File: src/rtl/tbdq_pkg.sv
// Shared constants, register codes and types for the tile box downsampler.
`timescale 1ns / 1ps
`default_nettype none

package tbdq_pkg;

    // Source tile geometry (power of two).
    localparam int TILE_SIDE  = 256;
    localparam int COORD_W    = $clog2(TILE_SIDE);
    localparam int LINE_DEPTH = TILE_SIDE / 2;
    localparam int LINE_AW    = $clog2(LINE_DEPTH);
    localparam int DEST_CALC_W = (COORD_W + 2 > 8) ? COORD_W + 2 : 8;

    // Pixel and accumulator widths.
    localparam int NUM_CH = 4;
    localparam int PIX_W  = 8;
    localparam int SUM_W  = 12;

    // Configuration port.
    localparam int CFG_IDX_W  = 2;
    localparam int CFG_DATA_W = 3;

    localparam logic [CFG_IDX_W-1:0] REG_SCALE_MODE    = 2'd0;
    localparam logic [CFG_IDX_W-1:0] REG_CHANNEL_COUNT = 2'd1;
    localparam logic [CFG_IDX_W-1:0] REG_REGION_ROW    = 2'd2;
    localparam logic [CFG_IDX_W-1:0] REG_REGION_COL    = 2'd3;

    localparam logic [2:0] CHANNELS_RGB   = 3'd3;
    localparam logic [2:0] CHANNELS_RGBA  = 3'd4;

    typedef struct packed {
        logic       scale_mode;
        logic [2:0] channel_count;
        logic [1:0] region_row;
        logic [1:0] region_col;
    } cfg_t;

    typedef logic [SUM_W-1:0] sum_t;
    typedef sum_t [NUM_CH-1:0] sum_vec_t;
    typedef logic [NUM_CH-1:0] [PIX_W-1:0] pix_vec_t;

    typedef struct packed {
        logic [COORD_W-1:0] row;
        logic [COORD_W-1:0] col;
    } pos_t;

    // Line store read / write control.
    typedef struct packed {
        logic               rd_en;
        logic [LINE_AW-1:0] rd_addr;
        logic               wr_en;
        logic [LINE_AW-1:0] wr_addr;
    } line_ctrl_t;

endpackage

`default_nettype wire

File: src/rtl/tbdq_scan.sv
// Source position counters and line store read issue for each accepted pixel.
`timescale 1ns / 1ps
`default_nettype none

module tbdq_scan
    import tbdq_pkg::*;
(
    input  wire logic       clk,
    input  wire logic       rst_n,
    input  wire logic       accept,
    input  wire logic       scale_mode,
    output pos_t            pos,
    output logic            rd_en,
    output logic [LINE_AW-1:0] rd_addr
);

    logic [COORD_W-1:0] row_reg;
    logic [COORD_W-1:0] row_next;
    logic [COORD_W-1:0] col_reg;
    logic [COORD_W-1:0] col_next;

    // Advance in raster order, wrap at the tile end.
    always_comb
    begin
        row_next = row_reg;
        col_next = col_reg;
        if (accept)
        begin
            if (col_reg == COORD_W'(TILE_SIDE - 1))
            begin
                col_next = '0;
                if (row_reg == COORD_W'(TILE_SIDE - 1))
                    row_next = '0;
                else
                    row_next = row_reg + 1'b1;
            end
            else
            begin
                col_next = col_reg + 1'b1;
            end
        end
    end

    always_ff @(posedge clk or negedge rst_n)
    begin
        if (!rst_n)
        begin
            row_reg <= '0;
            col_reg <= '0;
        end
        else
        begin
            row_reg <= row_next;
            col_reg <= col_next;
        end
    end

    assign pos.row = row_reg;
    assign pos.col = col_reg;

    // Fetch the column sum of this pixel's block column.
    assign rd_en   = accept;
    assign rd_addr = scale_mode ? {1'b0, col_reg[COORD_W-1:2]} : col_reg[COORD_W-1:1];

endmodule

`default_nettype wire

File: config.mk
export PLATFORM = sky130hd
export DESIGN_NAME = tbdq_scan
export DESIGN_NICKNAME = d
export VERILOG_FILES = /design/src/rtl/tbdq_pkg.sv /design/src/rtl/tbdq_scan.sv
export SDC_FILE = /design/constraint.sdc
export NUM_CORES = 1
export LEC_CHECK = 0
export BUFFER_PORTS_ARGS = -buffer_cell sky130_fd_sc_hd__buf_2
export CAP_MARGIN = 20
export CORE_ASPECT_RATIO = 0.6
export CORE_UTILIZATION = 34
export DETAILED_ROUTE_END_ITERATION = 7
export GPL_TIMING_DRIVEN = 0
export MAX_ROUTING_LAYER = met4
export PLACE_DENSITY_LB_ADDON = 0.15
export SLEW_MARGIN = 20
export SYNTH_ARGS = -nofsm -noshare
export SYNTH_HDL_FRONTEND = slang
export SYNTH_SLANG_ARGS = --single-unit
export TNS_END_PERCENT = 30
File: constraint.sdc
create_clock -name clk -period 4.7 [get_ports clk]
set_clock_uncertainty 0.15 [all_clocks]
set_input_delay 0.47 -clock clk [delete_from_list [all_inputs] [get_ports clk]]
set_output_delay 0.47 -clock clk [all_outputs]
set_load 0.05 [all_outputs]
# Yosys cells after proc, flatten, opt, wreduce, memory -nomap -nowiden
# Index checks and enable logic that the tools add are counted.
# op_classes
eq_ne	2
addsub	2
n_reduce_logical	1
mux	3
# ops
operator	count
$add A8 B1 Y8 const B	2
$eq A8 B8 Y1 const B	2
$mux W8	2
$mux W7	1
$reduce_and A2 Y1	1
# totals
in_bits	4
reg_bits	16

# Longest topological paths before layout
# depth
depth_word	2
ltp_mapped	5
ltp_nobuf	4

# Worst setup path after synthesis
# No wires, ideal clock.
# synth_path
kind	flip-flop to output port
from	register col_reg[4]
to	output port rd_addr[3]
stages_incl_launch_ff	3
required_ns	4.080
arrival_ns	1.562
setup_slack_ns	2.518
path_cell_list	dfrtp_1 inv_2 o21ai_1
# synth_via
elab_chain_len	1
# synth_lines
item	line	rtl
from (decl)	tbdq_scan.sv:19	logic [COORD_W-1:0] col_reg;
from (signal assigned)	tbdq_scan.sv:54	col_reg <= col_next;
$mux W7	tbdq_scan.sv:63	assign rd_addr = scale_mode ? {1'b0, col_reg[COORD_W-1:2]} : col_reg[COORD_W-1:1];
to (decl)	tbdq_scan.sv:14	output logic [LINE_AW-1:0] rd_addr
# Every way passes these cells.

# Final worst setup path
# layout_path
from	input port scale_mode
to	output port rd_addr[1]
# layout_via
elab_chain_len	1
# layout_lines
item	line	rtl
from (decl)	tbdq_scan.sv:11	input wire logic scale_mode,
$mux W7	tbdq_scan.sv:63	
# Every way passes these cells.

==> impl_results.md <==
- Status: completed
- Main combinational cell family by area after synthesis: simple AND/OR/NAND/NOR gates
- Number of flops mapped to enable cells by yosys: 0
- Pin count of the biggest net entering global routing: 17
- Final hold slack: 0.368 ns
- Compound-gate portion of the synthesized area: 0.111
- Filler cell count: 256
- Flops & latches, synth: 16
- Synthesized cell area: 937 um^2
- CTS tree: done
- Final hold violations: 0
- Final ANT Viol Nets: 0
- DIE AREA: 2980 um^2
- Reg clk slew, reported paths: 0.06 ns
- Post-Synth Adder-Cell Area: 0.0267
- CTS Buffer Depth: 2
- Rel. slew slack: 0.739
- Xor/xnor share of the synthesized area: 0.0654
- Initial antenna violation count: 0
- Worst Tran Pin Value: 0.392 ns
- Asr flop ratio synth: 1.00
- Cells after Synth: a little under 90
- Placed Area: 1100 um^2
- Total CTS buffers: 3
- Ys Warns: 0
- Setup Buffers After CTS: 0
- Synthesized Nets: 94
- Drt drc: 0
- Post-synthesis mux area share: 0.0841
- Drt first pass iters: 4
- Layout cells sized above 1: 0.316
- Layout Nets: 125
- Root buf cell: clkbuf_8
- DRT iter0 DRCs: 34
- Dpl ws: 2.72 ns
- Maximum VDD drop: about 0.00028 V
- Initial Util: 0.366
- Number of global-route vias before repair: 718
- Final slew viol count: 0
- Hpwl dp: around 1.5 mm
- Setup violations, final: 0
- Crit Path Category: primary input to output pin
- Final worst path period need: 1.98 ns
- Post-cts sizing count: 0
- Placer Congestion: 0.750
- First-pass GRT wire length: 3.41 mm
- Design area: ~1200 um^2
- Crit end category: output pin
- Highest-count cells in the layout ignoring fill and taps: buf_2, dfrtp_1, nand3_1, mux2_1, nand2_1
- Via density: 5.35
- Port Buf Inserts: 25
- Mean area per synthesized cell: 10.6 um^2
- Worst setup margin: between 2 and 3 ns
- Area grow syn2layout: 23.1%
- Routed length per placed instance: 13.6 um
- Post-synthesis sequential area ratio: 0.427
- Worst-Skew Late Latency: 0.25 ns
- Row cnt: 14
- Die width: 69.8 um
- Commonest non-fill, non-tap cell in the layout: buf_2
- Unrepaired setup endpoints after global routing: false
- Hold Crit Class: flip-flop to flip-flop
- PD cells: 564 nW/um^2
- Leakage power: about 0.00053 uW
- Post-Synth Simple-Gate Area: 0.242
- Startpoint types: primary input
- Unique masters post-synth: 36
- GRT Total Usage: 0.156
- Critical path arrival: 1.36 ns
- Global route overflow: 0
- Util after Layout: 0.451
- Max-cap viol count: 0
- Setup TNS: 0 ns
- Antenna diode count: 0
- Sinks on Clock Net: 16
- CP Max Fanout: 8
- Total wire length: 2.03 mm
- Die H: between 40 and 50 um
- Commonest register cell after synthesis: dfrtp_1
- Core area: 2560 um^2
- H-tree depth: 1
- Final period util: 0.420
- Req. time, crit path: 4.08 ns
- I/O Pins: 28
- Vias: 797
- Max Clock Freq: 506 MHz
area by class of cell:
cell class | count | area [um^2] | share of cell area
Buffer | 5 | 26.3 | 0.0228
Clock buffer | 3 | 41.3 | 0.0358
Inverter | 4 | 15.0 | 0.0130
Multi-Input combinational cell | 63 | 495 | 0.429
Sequential cell | 16 | 400 | 0.347
Tap cell | 32 | 40.0 | 0.0347
Timing Repair Buffer | 26 | 135 | 0.117
path summary, 6_finish.rpt:
kind	start	to	slack, ns	cells past startpoint
setup / recovery	scale_mode	rd_addr[1]	2.72	3
hold / removal	row_reg[6]	row_reg[6]	0.37	1
setup reg to reg	col_reg[1]	row_reg[1]	2.97	4
hold reg to reg	row_reg[6]	row_reg[6]	0.37	1
max in group asynchronous	rst_n	col_reg[1]	3.61	2
min in group asynchronous	rst_n	col_reg[0]	0.52	2
Yosys cell counts, types with 2 or more instances:
library cell,count,area (um^2)
nand3_1,9,45.0
ha_1,2,25.0
nand4_1,3,18.8
nand2_1,6,22.5
xor2_1,3,26.3
o21ai_1,3,15.0
inv_1,3,11.3
o21ai_0,2,10.0
and4_1,2,17.5
dfrtp_1,16,400
nor4_1,2,12.5
mux2_1,7,78.8
xnor2_1,4,35.0
buf_2,3,15.0
nand4_4,2,42.5
worst max-delay path, stage by stage:
cell	delay, ns
clkbuf_1	0.31
mux2_1	0.36
buf_2	0.21
metal layers:
layer,up-vias,routed length [um],share of wire,global-route usage
met5,-,0,0,-
met4,0,8,0.0039,0.0360
met3,2,131,0.065,0.0594
met2,24,810,0.40,0.198
met1,382,1080,0.53,0.230
li1,389,-,-,-
per-stage QoR:
stage               instances  total power, uW
finish                    149              651
global route              149              688
global placement          145              547
CTS                       149              659
floorplan                  88              476
detailed placement        145              553
power by group:
part | internal, uW | total [uW] | switching (uW)
sequential | 164 | 214 | 49.5
combinational | 80.3 | 334 | 254
clock | 56.8 | 103 | 46.2
total | 301 | 651 | 350
timing repair:
| item | in CTS | in global routing |
|---|---|---|
| hold buffers | 1 | 0 |
| endpoints found under the hold margin | 16 | 0 |
| setup endpoints to repair | 0 | 0 |
logic make-up after synthesis:
family                     after synthesis
adders and majority gates                2
xor gates and xnor gates                 7
DFF                                     16
AOI/OAI and AO/OA                       15
and+or+nand+nor                         32
muxes                                    7
buffers and inverters                    9
No activity file was read; power rests on OpenSTA's default activity.
