`src/rtl/tbdq_pkg.sv`:
```
// Shared constants, register codes and types for the tile box downsampler.
`timescale 1ns / 1ps
`default_nettype none

package tbdq_pkg;

    // Source tile geometry (power of two).
    localparam int TILE_SIDE  = 256;
    localparam int COORD_W    = $clog2(TILE_SIDE);
    localparam int LINE_DEPTH = TILE_SIDE / 2;
    localparam int LINE_AW    = $clog2(LINE_DEPTH);
    localparam int DEST_CALC_W = (COORD_W + 2 > 8) ? COORD_W + 2 : 8;

    // Pixel and accumulator widths.
    localparam int NUM_CH = 4;
    localparam int PIX_W  = 8;
    localparam int SUM_W  = 12;

    // Configuration port.
    localparam int CFG_IDX_W  = 2;
    localparam int CFG_DATA_W = 3;

    localparam logic [CFG_IDX_W-1:0] REG_SCALE_MODE    = 2'd0;
    localparam logic [CFG_IDX_W-1:0] REG_CHANNEL_COUNT = 2'd1;
    localparam logic [CFG_IDX_W-1:0] REG_REGION_ROW    = 2'd2;
    localparam logic [CFG_IDX_W-1:0] REG_REGION_COL    = 2'd3;

    localparam logic [2:0] CHANNELS_RGB   = 3'd3;
    localparam logic [2:0] CHANNELS_RGBA  = 3'd4;

    typedef struct packed {
        logic       scale_mode;
        logic [2:0] channel_count;
        logic [1:0] region_row;
        logic [1:0] region_col;
    } cfg_t;

    typedef logic [SUM_W-1:0] sum_t;
    typedef sum_t [NUM_CH-1:0] sum_vec_t;
    typedef logic [NUM_CH-1:0] [PIX_W-1:0] pix_vec_t;

    typedef struct packed {
        logic [COORD_W-1:0] row;
        logic [COORD_W-1:0] col;
    } pos_t;

    // Line store read / write control.
    typedef struct packed {
        logic               rd_en;
        logic [LINE_AW-1:0] rd_addr;
        logic               wr_en;
        logic [LINE_AW-1:0] wr_addr;
    } line_ctrl_t;

endpackage

`default_nettype wire

```
`src/rtl/tbdq_cfg_regs.sv`:
```
// Configuration register file written through the configuration channel.
`timescale 1ns / 1ps
`default_nettype none

module tbdq_cfg_regs
    import tbdq_pkg::*;
(
    input  wire logic                  clk,
    input  wire logic                  rst_n,
    input  wire logic                  wr_valid,
    output logic                       wr_ready,
    input  wire logic [CFG_IDX_W-1:0]  wr_index,
    input  wire logic [CFG_DATA_W-1:0] wr_data,
    output cfg_t                       cfg
);

    cfg_t cfg_reg;
    cfg_t cfg_next;

    // Always take a write transaction.
    assign wr_ready = 1'b1;

    // Decode the register index.
    always_comb
    begin
        cfg_next = cfg_reg;
        if (wr_valid)
        begin
            unique case (wr_index)
                REG_SCALE_MODE:    cfg_next.scale_mode    = wr_data[0];
                REG_CHANNEL_COUNT: cfg_next.channel_count = wr_data;
                REG_REGION_ROW:    cfg_next.region_row    = wr_data[1:0];
                REG_REGION_COL:    cfg_next.region_col    = wr_data[1:0];
                default:           cfg_next = cfg_reg;
            endcase
        end
    end

    always_ff @(posedge clk or negedge rst_n)
    begin
        if (!rst_n)
        begin
            cfg_reg.scale_mode    <= 1'b0;
            cfg_reg.channel_count <= CHANNELS_RGBA;
            cfg_reg.region_row    <= 2'd0;
            cfg_reg.region_col    <= 2'd0;
        end
        else
        begin
            cfg_reg <= cfg_next;
        end
    end

    assign cfg = cfg_reg;

endmodule

`default_nettype wire

```
`config.mk`:
```
export PLATFORM = sky130hd
export DESIGN_NAME = tbdq_cfg_regs
export DESIGN_NICKNAME = d
export VERILOG_FILES = /design/src/rtl/tbdq_pkg.sv /design/src/rtl/tbdq_cfg_regs.sv
export SDC_FILE = /design/constraint.sdc
export NUM_CORES = 1
export LEC_CHECK = 0
export ABC_AREA = 1
export BUFFER_PORTS_ARGS = -buffer_cell sky130_fd_sc_hd__buf_2
export CELL_PAD_IN_SITES_DETAIL_PLACEMENT = 1
export CELL_PAD_IN_SITES_GLOBAL_PLACEMENT = 2
export CORE_UTILIZATION = 23
export CTS_CLUSTER_SIZE = 10
export DETAILED_ROUTE_END_ITERATION = 6
export MAX_ROUTING_LAYER = met4
export PLACE_DENSITY = 0.67
export SYNTH_ARGS = -nofsm -noshare
export SYNTH_HDL_FRONTEND = slang
export SYNTH_SLANG_ARGS = --single-unit
```
`constraint.sdc`:
```
create_clock -name clk -period 0.8 [get_ports clk]
set_input_delay 0.08 -clock clk [delete_from_list [all_inputs] [get_ports clk]]
set_output_delay 0.08 -clock clk [all_outputs]
set_load 0.005 [all_outputs]
```
# Word-level counts from Yosys, hierarchy flattened
# Cells that the tools add are included.
[word_totals]
reg_bits = 8
latchBits = 0
ram_bits = 0
mem_bits_ro = 0
inputBits = 8
memories = 0
[classes]
addsub = 0
multipliers = 0
n_div = 0
order_cmp = 0
n_eq_ne = 3
n_shift = 0
mux = 0
n_bitwise = 0
reduce_logical = 5
[op_table]
columns = ["operator", "count"]
rows = [
  ["2-bit AND reduction", 4],
  ["2-bit == test, second input constant", 2],
  ["2-bit by 1-bit == test with 1-bit output, second input constant", 1],
  ["2-bit logical NOT", 1],
]

# Longest topological paths before layout
[depth]
ltp_word = 2
depth_mapped = 5

# Least setup slack after synthesis
# OpenSTA, ideal clock, no wires.
[synth_path]
kind = "register -> register"
startpoint = "reg, netlist name cfg[6]"
endpoint = "reg cfg_reg, in the netlist cfg[6]"
arrival_time_ps = 607
required_time_ps = 739
path_slack_ps = 133
stages_incl_launch_ff = 3
path_buffers = 0
synth_period_minus_slack_ps = 667
cell_sequence = "dfstp_2 -> nand2_1 -> nand2_1"
[synth_rtl]
columns = ["element", "line", "source"]
rows = [
  ["to (signal assigned)", "tbdq_cfg_regs.sv:50", "cfg_reg <= cfg_next;"],
  ["to (decl)", "tbdq_cfg_regs.sv:17", "cfg_t cfg_reg;"],
]

# Final worst setup path
[layout_path]
startpoint = "reg cfg_reg, in the netlist cfg[6]"
endpoint = "out cfg[6] in the netlist's numbering"
[layout_rtl]
columns = ["element", "line", "source"]
rows = [
  ["to (decl)", "tbdq_cfg_regs.sv:14", "output cfg_t cfg"],
]
# No word-level cell between the ends.

==> summary.txt <==
Place
  • Buffers on Ports: 15
  • Dpl hpwl: between 600 and 700 µm
  • GPL Wtd Cong: between 0.6 and 0.7

Critical path
  • Crit Path Category: reg2out
  • CP Max Fanout: 2
  • Critical path required time: between 0.7 and 0.8 ns
  • Crit path DAT: approximately 0.88 ns
  • Critical-path cell list: buf_6
  • Crit start category: flop
  • CP Capture Type: primary output
  • CP Buf/Inv Count: 1
  • CP peak stage delay: 0.53 ns
  • Slowest library cell on the worst path: dfstp_2
  • CP delay by family, top: flip-flops

Die
  • Die height: roughly 43 µm
  • DIE WIDTH: between 40 and 50 µm
  • Die area: 1843 µm²
  • Initial Utilization: between 20% and 30%
  • IO Pins: 17
  • # rows: 14
  • CORE AREA: between 1500 and 2000 µm²

Synth
  • Yosys top cell by area: dfrtp_1
  • Post-synth EDFFs: 0
  • Compound-cell area share of the yosys netlist: 0%
  • Multiplexer share of the synthesized area: 0%
  • Syn Area/Cell: about 9 µm²
  • Count leader, synth: nand2_1
  • Main synth FF type: dfrtp_1
  • Cell count after synthesis: 44
  • Synth Register Bits: 8
  • Xor-xnor portion of the synthesized cell area: 0%
  • Cell area after synthesis: a little under 400 µm²
  • Yosys top cell area share: around 45%
  • Synth area leaders: dfrtp_1, nand2_1, nand4_1, dfstp_2, buf_4
  • Largest family of logic cells by synthesized area: simple AND/OR/NAND/NOR gates
  • Syn_nets: 52
  • Sequential share of the synthesized area: between 50 and 60%
  • Synth Area in Simple Gates: 36.04%
  • Ys async rst share: 100.0%
  • Post-synth top cells: nand2_1, dfrtp_1, nand4_1
  • Synth unique cells: 11
  • Yosys warnings: 0
  • Adder-Cell Fraction of Synth Area: 0%

Timing
  • RSZ-0062 raised after global routing: true
  • Worst Clk Skew: 0 ns
  • Worst Slack Setup Final: -0.1556 ns
  • Post-route setup TNS: -0.3446 ns
  • Hold WS: between 0.05 and 0.06 ns
  • Final hold violation count: 0
  • Final setup fails: 8
  • Post-route minimum period: around 0.96 ns
  • FMAX: roughly 1000 MHz
  • Final Cycle Share: 119.4%
  • Slew Viols, Final: 0

Cells and area
  • Fillers: just under 200
  • Layout cells sized above 1: 43.08%
  • Multi-input logic area: 142.6 µm²
  • Area Overhead vs Synth: 36.69%
  • FF+latch area: 201.4 µm²
  • Post-layout util: 34.17%
  • Max reg flops: 8
  • Final nets: 74
  • Diodes inserted: 0

Drt
  • DRC violation total after the first TritonRoute iteration: 0
  • Via density: 4.481
  • Drt drc: 0
  • Drt pass-1 iters: 1
  • Via count: 363
  • Routed wire length: slightly below 900 µm
  • Avg WL per Cell: 11.04 µm
  • Antenna Violating Nets Remaining: 0

CTS
  • Reg clk slew, reported paths: roughly 0.060 ns
  • CTS root buffer: clkbuf_4
  • CTS tree: done
  • Clk_lat worst skew: ~0.25 ns
  • # H-tree levels: 1
  • CTS Buf Count: 3
  • CTS sink cnt: 8
  • CTS Buffer Depth: 2

Global routing
  • GRT overflow: 0
  • First-pass GRT wire length: 1.552 mm
  • Total track usage: ~12%
  • Vias in the first global route: 346
  • Largest net degree at the start of global routing: 13
  • Initial antenna violation count: 0

Outcome
  • Status: finished with violations
  • Failing checks: negative setup slack

Pwr
  • Fraction of power spent switching nets: between 20% and 30%
  • Clock share of power: a little under a third
  • Reg power frac: a little under half
  • Combinational share of power: 24.0%
  • Leakage: a little under 0.3 nW
  • Maximum vdd ir drop: about 0.9 mV
  • P_sw: a little under 300 µW
  • Pint: slightly above 800 µW
  • Power per Cell Area: roughly 2100 nW/µm²

Hold path
  • Worst hold path type: in2reg

Job
  • Max Cap Violations: 0
stage by stage:
step           total power [mW]  setup WS [ns]  cell area [µm²]  std cells
2_1_floorplan            0.6176         0.1326            385.4         44
3_5_place_dp             0.7111         0.1093            446.7         71
3_3_place_gp             0.7088         0.1103            446.7         71
6_report                  1.105        -0.1556            526.8         81
4_1_cts                   1.120        -0.1714            520.5         81
5_1_grt                   1.182        -0.1811            526.8         81
power groups by stage:
| stage | registers [mW] | clock network (mW) | logic (mW) |
|---|---|---|---|
| 2_1_floorplan | 0.520 | 0 | 0.0971 |
| 3_3_place_gp | 0.513 | 0 | 0.196 |
| 3_5_place_dp | 0.513 | 0 | 0.198 |
| 4_1_cts | 0.503 | 0.356 | 0.262 |
| 5_1_grt | 0.511 | 0.368 | 0.303 |
| 6_report | 0.504 | 0.335 | 0.266 |
cell families (layout without fill, tap and decap cells):
kind of cell / Yosys count / count (layout)
AND/OR/NAND/NOR: 29 / 29
flip-flops: 8 / 8
buffers and inverters: 6 / 27
other: 1 / 1
cell type report:
type	count	area share, %
Clock buffer	4	4.988
Inverter	2	1.425
Multi-Input combinational cell	30	27.08
Sequential cell	8	38.24
Tap cell	16	3.800
Timing Repair Buffer	21	24.47
path summary, 6_finish.rpt:
check                      cells past startpoint  slack, ns               start                 end
max in group asynchronous                      2       0.37               rst_n  cfg[6]$_DFFE_PN1P_
min reg2reg                                    2       0.47  cfg[6]$_DFFE_PN1P_  cfg[6]$_DFFE_PN1P_
max reg2reg                                    3       0.10  cfg[5]$_DFFE_PN0P_  cfg[5]$_DFFE_PN0P_
min in group asynchronous                      2       0.19               rst_n  cfg[2]$_DFFE_PN0P_
min                                            3       0.05          wr_data[2]  cfg[6]$_DFFE_PN1P_
max                                            1      -0.16  cfg[6]$_DFFE_PN1P_              cfg[6]
metal layers:
metal / wire (µm) / global-route usage [%]
met3: 63 / 6.383
met4: 0 / 3.636
met5: 0 / -
met2: 428 / 17.27
met1: 402 / 14.62
cells in the final DEF, fill, tap and decap left out, drive strengths merged:
master and instances:
buf 20, clkbuf 4, conb 1, dfrtp 7, dfstp 1, dlygate4sd3 1, inv 2, nand2 17
nand3 4, nand4 7, nor2 1
what timing repair did:
action                     CTS  global route
cloned                       0             0
hold endpoints to repair     8             0
hold buffers                 1             0
setup endpoints to repair    8             8
buffers inserted             5             0
pin swaps                    0             0
resized for setup            0             1
Power figures use the tool's default switching activity.
