[src/rtl/tbdq_pkg.sv]
// Shared constants, register codes and types for the tile box downsampler.
`timescale 1ns / 1ps
`default_nettype none

package tbdq_pkg;

    // Source tile geometry (power of two).
    localparam int TILE_SIDE  = 256;
    localparam int COORD_W    = $clog2(TILE_SIDE);
    localparam int LINE_DEPTH = TILE_SIDE / 2;
    localparam int LINE_AW    = $clog2(LINE_DEPTH);
    localparam int DEST_CALC_W = (COORD_W + 2 > 8) ? COORD_W + 2 : 8;

    // Pixel and accumulator widths.
    localparam int NUM_CH = 4;
    localparam int PIX_W  = 8;
    localparam int SUM_W  = 12;

    // Configuration port.
    localparam int CFG_IDX_W  = 2;
    localparam int CFG_DATA_W = 3;

    localparam logic [CFG_IDX_W-1:0] REG_SCALE_MODE    = 2'd0;
    localparam logic [CFG_IDX_W-1:0] REG_CHANNEL_COUNT = 2'd1;
    localparam logic [CFG_IDX_W-1:0] REG_REGION_ROW    = 2'd2;
    localparam logic [CFG_IDX_W-1:0] REG_REGION_COL    = 2'd3;

    localparam logic [2:0] CHANNELS_RGB   = 3'd3;
    localparam logic [2:0] CHANNELS_RGBA  = 3'd4;

    typedef struct packed {
        logic       scale_mode;
        logic [2:0] channel_count;
        logic [1:0] region_row;
        logic [1:0] region_col;
    } cfg_t;

    typedef logic [SUM_W-1:0] sum_t;
    typedef sum_t [NUM_CH-1:0] sum_vec_t;
    typedef logic [NUM_CH-1:0] [PIX_W-1:0] pix_vec_t;

    typedef struct packed {
        logic [COORD_W-1:0] row;
        logic [COORD_W-1:0] col;
    } pos_t;

    // Line store read / write control.
    typedef struct packed {
        logic               rd_en;
        logic [LINE_AW-1:0] rd_addr;
        logic               wr_en;
        logic [LINE_AW-1:0] wr_addr;
    } line_ctrl_t;

endpackage

`default_nettype wire

[src/rtl/tbdq_accum.sv]
// Pixel stage, block accumulation, rounding and result register.
`timescale 1ns / 1ps
`default_nettype none

module tbdq_accum
    import tbdq_pkg::*;
(
    input  wire logic       clk,
    input  wire logic       rst_n,
    input  wire cfg_t       cfg,
    // source pixel side
    input  wire logic       pix_valid,
    output logic            pix_ready,
    input  wire pix_vec_t   pix_chan,
    input  wire pos_t       pix_pos,
    // line store side
    input  wire sum_vec_t   col_sum_rd,
    output logic            wr_en,
    output logic [LINE_AW-1:0] wr_addr,
    output sum_vec_t        col_sum_wr,
    // result side
    output logic            res_valid,
    input  wire logic       res_ready,
    output logic [7:0]      dest_row,
    output logic [7:0]      dest_col,
    output pix_vec_t        avg
);

    logic      s1_valid_reg;
    pix_vec_t  s1_chan_reg;
    pos_t      s1_pos_reg;
    sum_vec_t  rp_reg;
    sum_vec_t  rp_next;

    logic      res_valid_reg;
    logic [7:0] dest_row_reg;
    logic [7:0] dest_col_reg;
    pix_vec_t  avg_reg;

    logic [1:0] phase_mask;
    logic       block_end;
    logic       last_row;
    logic       produce;
    logic       out_free;
    logic       s1_fire;
    logic       rgb;
    sum_vec_t   rp_sum;
    sum_vec_t   blk_sum;
    pix_vec_t   avg_val;
    logic [COORD_W-1:0]     row_blk;
    logic [COORD_W-1:0]     col_blk;
    logic [DEST_CALC_W-1:0] q_row;
    logic [DEST_CALC_W-1:0] q_col;
    logic [DEST_CALC_W-1:0] dest_row_calc;
    logic [DEST_CALC_W-1:0] dest_col_calc;

    // Block phase of the staged pixel.
    assign phase_mask = cfg.scale_mode ? 2'b11 : 2'b01;
    assign block_end  = (s1_pos_reg.col[1:0] & phase_mask) == phase_mask;
    assign last_row   = (s1_pos_reg.row[1:0] & phase_mask) == phase_mask;
    assign produce    = s1_valid_reg && block_end && last_row;
    assign rgb        = cfg.channel_count == CHANNELS_RGB;

    // Stall the stage only when a result waits on a full output register.
    assign out_free  = !res_valid_reg || res_ready;
    assign s1_fire   = s1_valid_reg && (!produce || out_free);
    assign pix_ready = !s1_valid_reg || s1_fire;

    // Hold the accepted pixel while the line store read completes.
    always_ff @(posedge clk or negedge rst_n)
    begin
        if (!rst_n)
            s1_valid_reg <= 1'b0;
        else if (pix_ready)
            s1_valid_reg <= pix_valid;
    end

    always_ff @(posedge clk)
    begin
        if (pix_valid && pix_ready)
        begin
            s1_chan_reg <= pix_chan;
            s1_pos_reg  <= pix_pos;
        end
    end

    // Add the pixel to the row partial, then the stored column sum.
    always_comb
    begin
        for (int c = 0; c < NUM_CH; c++)
        begin
            if (c == NUM_CH - 1 && rgb)
                rp_sum[c] = rp_reg[c];
            else
                rp_sum[c] = rp_reg[c] + SUM_W'(s1_chan_reg[c]);
            if ((s1_pos_reg.row[1:0] & phase_mask) != 2'b00)
                blk_sum[c] = col_sum_rd[c] + rp_sum[c];
            else
                blk_sum[c] = rp_sum[c];
        end
    end

    assign rp_next = block_end ? '0 : rp_sum;

    always_ff @(posedge clk or negedge rst_n)
    begin
        if (!rst_n)
            rp_reg <= '0;
        else if (s1_fire)
            rp_reg <= rp_next;
    end

    // Store the column sum for a block that is not yet complete.
    assign col_blk    = cfg.scale_mode ? (s1_pos_reg.col >> 2) : (s1_pos_reg.col >> 1);
    assign wr_en      = s1_fire && block_end && !last_row;
    assign wr_addr    = col_blk[LINE_AW-1:0];
    assign col_sum_wr = blk_sum;

    // Round, saturate and mask the averages.
    always_comb
    begin
        logic [SUM_W:0] rounded;
        logic [SUM_W:0] shifted;
        for (int c = 0; c < NUM_CH; c++)
        begin
            if (cfg.scale_mode)
            begin
                rounded = {1'b0, blk_sum[c]} + (SUM_W+1)'(8);
                shifted = rounded >> 4;
            end
            else
            begin
                rounded = {1'b0, blk_sum[c]} + (SUM_W+1)'(2);
                shifted = rounded >> 2;
            end
            if (c == NUM_CH - 1 && rgb)
                avg_val[c] = '0;
            else if (shifted > (SUM_W+1)'(255))
                avg_val[c] = 8'hFF;
            else
                avg_val[c] = shifted[7:0];
        end
    end

    // Place the block inside the chosen sub-region.
    assign row_blk = cfg.scale_mode ? (s1_pos_reg.row >> 2) : (s1_pos_reg.row >> 1);
    assign q_row   = cfg.scale_mode
                   ? (DEST_CALC_W'(cfg.region_row) << (COORD_W - 2))
                   : (DEST_CALC_W'(cfg.region_row[0]) << (COORD_W - 1));
    assign q_col   = cfg.scale_mode
                   ? (DEST_CALC_W'(cfg.region_col) << (COORD_W - 2))
                   : (DEST_CALC_W'(cfg.region_col[0]) << (COORD_W - 1));
    assign dest_row_calc = DEST_CALC_W'(row_blk) + q_row;
    assign dest_col_calc = DEST_CALC_W'(col_blk) + q_col;

    // Load the result register when it is free.
    always_ff @(posedge clk or negedge rst_n)
    begin
        if (!rst_n)
            res_valid_reg <= 1'b0;
        else if (out_free)
            res_valid_reg <= produce;
    end

    always_ff @(posedge clk)
    begin
        if (out_free && produce)
        begin
            dest_row_reg <= dest_row_calc[7:0];
            dest_col_reg <= dest_col_calc[7:0];
            avg_reg      <= avg_val;
        end
    end

    assign res_valid = res_valid_reg;
    assign dest_row  = dest_row_reg;
    assign dest_col  = dest_col_reg;
    assign avg       = avg_reg;

endmodule

`default_nettype wire

[config.mk]
export PLATFORM = sky130hd
export DESIGN_NAME = tbdq_accum
export DESIGN_NICKNAME = d
export VERILOG_FILES = /design/src/rtl/tbdq_pkg.sv /design/src/rtl/tbdq_accum.sv
export SDC_FILE = /design/constraint.sdc
export NUM_CORES = 1
export LEC_CHECK = 0
export ABC_AREA = 1
export BUFFER_PORTS_ARGS = -buffer_cell sky130_fd_sc_hd__buf_2
export CAP_MARGIN = 10
export CORE_UTILIZATION = 55
export CTS_CLUSTER_SIZE = 24
export DETAILED_ROUTE_END_ITERATION = 6
export PLACE_DENSITY = 0.85
export SYNTH_ARGS = -nofsm -noshare
export SYNTH_HDL_FRONTEND = slang
export SYNTH_SLANG_ARGS = --single-unit
[constraint.sdc]
create_clock -name clk -period 4.9 [get_ports clk]
set_input_delay 0.98 -clock clk [delete_from_list [all_inputs] [get_ports clk]]
set_output_delay 0.98 -clock clk [all_outputs]
set_load 0.05 [all_outputs]
[Yosys cells after proc, flatten, opt, wreduce, memory -nomap -nowiden]
Index checks and enable logic that the tools add are counted.
Word-level totals
  output and inout bits: 106
  bits of input ports: 108
  word-level logic and storage cells: 76
  register bits after elaboration: 146
Operators by class
  bitwise logic cells: 2
  $add $sub $neg: 18
  order comparisons: 4
  reduce and logical (&&, ||, !) cells: 15
  eq/ne operators: 3
  muxes and demuxes: 16
Operator list (number)
  2-to-1 mux 12 bit: 5
  adder 12 x 2 -> 13 bit (second input constant): 4
  adder 12 x 4 -> 13 bit (second input constant): 4
  > comparator 13 x 8 -> 1 bit (second input constant): 4
  adder 12 bit: 4
  adder 12 x 8 -> 12 bit: 4
  2-to-1 mux 48 bit: 1
  2-to-1 mux 11 bit: 4
  2-to-1 mux 8 bit: 3
  adder 7 x 8 -> 8 bit: 2
  2-to-1 mux 7 bit: 2
  logical AND 1 bit: 7
  bitwise AND 2 bit: 2
  equality test 2 bit: 2
  zero test 1 bit: 4
  equality test 3 x 2 -> 1 bit (second input constant): 1
  logical OR 1 bit: 3
  2-to-1 mux 2 bit: 1
  nonzero test 2 bit: 1

[Depth between registers and ports, before layout]
  depth after elaboration: 10
  gate-level depth with buffers: 30
  gate-level depth less buffers: 30

[Least setup slack after synthesis]
OpenSTA, ideal clock, no wires.
  kind: input port to flip-flop
  from: input port cfg[4] (netlist bit)
  to: register avg_reg, in the netlist avg[31], data pin
  path buffers: 3
  cell stages on the path: 24
  arrival time: 4.385 ns
  slack: 0.265 ns
  data required time: 4.650 ns
  library setup time: 0.250 ns
  cells stage by stage: inv_1 nor2_1 nand2_1 buf_6 buf_2 buf_1 o21ai_0 ha_1 fa_1 nand3_1 nand3_1 xnor2_1 or2_1 nand2_2 ha_1 nand3_1 nor2_2 nand3_1 nor2_1 nand2_1 nand3_2 nand3_1 nand2_1 inv_1
RTL lines
  from (decl): RTL line tbdq_accum.sv:10  | input wire cfg_t cfg,
  to (signal assigned): RTL line tbdq_accum.sv:171  | avg_reg <= avg_val;
  to (decl): RTL line tbdq_accum.sv:38  | pix_vec_t avg_reg;

==> impl_metrics.env <==
export IMPL_cts_max_path_buffers=2
export IMPL_post_route_period_util_pct=95.3
export IMPL_tns_ns=0
export IMPL_drc=0
export IMPL_grt_max_degree=55
export IMPL_die_w_um=154
export IMPL_synth_fp_nets=1975
export IMPL_maxCapViolCount=0
export IMPL_die_y_um=154
export IMPL_layout_drive_gt1_share_pct=20.5
export IMPL_syn_mean_instance_area_sq_um=7.17
export IMPL_first_global_vias=11900
export IMPL_slew_violations=0
export IMPL_startpoint_type="flop"
export IMPL_synth_cell_types=52
export IMPL_synth_top_area_share_pct=22.7
export IMPL_hpwlAfterDp_um=28600
export IMPL_path_max_fanout=5
export IMPL_path_class="reg -> out"
export IMPL_avgViaCountPerCell=5.62
export IMPL_nets=2187
export IMPL_ys_seq_area_share_pct=32.5
export IMPL_wl_per_cell_um=16.3
export IMPL_setup_viol=0
export IMPL_period_needed_ns=4.67
export IMPL_cp_arrival_ns=3.69
export IMPL_routed_wl_um=37100
export IMPL_vdd_drop_max_v=0.000356
export IMPL_row_count=55
export IMPL_yosysMostFrequentCell="nand2_1"
export IMPL_synth_seq_cells=146
export IMPL_cpMostUsedCell="inv_1"
export IMPL_grt_overflow=0
export IMPL_synth_top_area_cell="edfxtp_1"
export IMPL_routabilityCongestion=0.992
export IMPL_synth_common_cells="512 x nand2_1, 225 x inv_1, 188 x nand3_1"
export IMPL_layout_setup_ws_ns=0.232
export IMPL_fmax_mhz=214
export IMPL_cts_tree="yes"
export IMPL_antenna_cells=0
export IMPL_die_area_sq_mm=0.0237
export IMPL_final_util_pct=65.4
export IMPL_drt_pre_antenna_iters=7
export IMPL_n_fill_cell=1982
export IMPL_yosys_top_cells_area="edfxtp_1 23%, nand2_1 15%, dfrtp_1 9.8%"
export IMPL_synth_edf_count=96
export IMPL_clkTransAtPathRegs_ns=0.09
export IMPL_num_vias=12800
export IMPL_rsz0062_at_grt="true"
export IMPL_hold_class="reg -> reg"
export IMPL_synthToLayoutAreaGrowth_pct=16.6
export IMPL_clk_latency_ns=0.43
export IMPL_io_pins=214
export IMPL_powerDensity_mw_per_mm2=725
export IMPL_cp_slowest_cell="fa_1"
export IMPL_cp_buffers_inverters=5
export IMPL_crit_family="adder cells"
export IMPL_synth_warnings=0
export IMPL_synth_top_flop_cell="edfxtp_1"
export IMPL_clock_sinks=146
export IMPL_htree_levels=4
export IMPL_drtIter0Drc=1178
export IMPL_core_area_sq_mm=0.0226
export IMPL_grt_usage_pct=31.5
export IMPL_initial_core_util_pct=56.1
export IMPL_cp_required_ns=3.92
export IMPL_dp_slack_ns=0.374
export IMPL_port_buffers=213
export IMPL_ant_nets=0
export IMPL_slew_headroom_pct=48.7
export IMPL_crit_chain="ha_1 > inv_1 > fa_1 > inv_1 > nand3_1 > nand2_1 > nand4_1 > nand2_2 > xor2_2 > inv_1 > ha_1 > inv_1 > o21ai_0 > a31oi_1 > nand3_1 > a21oi_2 > nand3_1 > nand2_4 > buf_6"
export IMPL_hold_slack_ns=0.521
export IMPL_largest_reg_flops=48
export IMPL_holdBufCountCts=0
export IMPL_max_stage_delay_ns=0.40
export IMPL_status="finished, final reports clean"
export IMPL_cts_buffers=17
export IMPL_grt_pass1_wl_um=59200
export IMPL_worst_setup_path_end_kind="output pin"
export IMPL_fin_worst_skew_ns=0.0214
export IMPL_finalHoldViolCount=0
export IMPL_root_buffer="clkbuf_16"
export IMPL_antenna_found_initial=0
export IMPL_synthCells=1772
export IMPL_leakagePower_nw=7.60
export IMPL_synth_area_sq_mm=0.0127
export IMPL_worst_pin_slew_ns=0.769
export IMPL_async_reset_ff_share_pct=34.2
==> worst register-to-register path, delay by kind of cell, from the launching register on <==
kind | cells | cell delay [ns]
xor gates and xnor gates | 1 | 0.19
buffers and inverters | 3 | 0.23
AOI/OAI and AO/OA | 2 | 0.26
and+or+nand+nor | 13 | 1.64
adders and majority gates | 4 | 1.31
DFF | 1 | 0.40
==> through the flow <==
stage	instances	area (sq um)	power [W]
finish	2282	14800	0.0107
global route	2282	14800	0.0116
CTS	2276	14600	0.0105
detailed placement	2244	14000	0.00914
global placement	2244	14000	0.00904
floorplan	1772	12700	0.00747
==> report_power, final <==
group | total [W] | switching (W) | internal (W)
clock network | 0.00133 | 0.000641 | 0.000693
logic | 0.00772 | 0.00545 | 0.00227
registers | 0.00169 | 0.000126 | 0.00156
==> metal layers <==
layer  up-vias  part of all wire [%]  track usage, %
met5         -                     0               0
met4         0                   2.8            11.2
met3        82                   8.6            5.81
met2       623                    44            49.5
met1      5826                    44            43.6
li1       6293                     -               -
==> final cells by class <==
class | instances | area [sq um] | share of cell area [%]
Clock buffer | 17 | 425 | 2.87
Clock inverter | 15 | 179 | 1.21
Inverter | 249 | 937 | 6.33
Multi-Input combinational cell | 1337 | 7500 | 50.7
Sequential cell | 146 | 4130 | 27.9
Tap cell | 285 | 357 | 2.41
Timing Repair Buffer | 233 | 1280 | 8.63
==> logic make-up (layout without fill, tap and decap cells) <==
family,Yosys count,after routing,synth area share (%)
and+or+nand+nor,954,954,34.1
buffers and inverters,289,514,9.22
AOI/OAI and AO/OA,244,244,10.8
DFF,146,146,32.5
adders and majority gates,95,95,9.83
xor gates and xnor gates,39,39,3.07
muxes,5,5,0.394
==> cell usage in the layout, fill, tap and decap left out, drive strengths merged, types with 23 or more instances in the layout <==
| cell | instances |
|---|---|
| ha | 87 |
| a21oi | 62 |
| o21ai | 134 |
| edfxtp | 96 |
| nand3 | 200 |
| inv | 255 |
| nand2 | 556 |
| nor3 | 23 |
| dfrtp | 50 |
| nand4 | 40 |
| nor2 | 120 |
| xor2 | 29 |
| buf | 230 |
==> repair_timing <==
action | CTS | global route
buffers inserted | 0 | 5
setup endpoints to repair | 0 | 11
gates resized for setup | 0 | 37
==> path summary, 6_finish.rpt <==
kind,start,end,slack [ns],cells past startpoint
min reg2reg,rp_reg[12],rp_reg[12],0.52,2
max,rp_reg[24],col_sum_wr[35],0.23,19
max in group asynchronous,rst_n,rp_reg[44],3.67,2
min,rp_reg[12],rp_reg[12],0.52,2
max reg2reg,s1_chan_reg[24],avg[31],0.64,23
min in group asynchronous,rst_n,res_valid,0.69,2
Power figures use the tool's default switching activity.
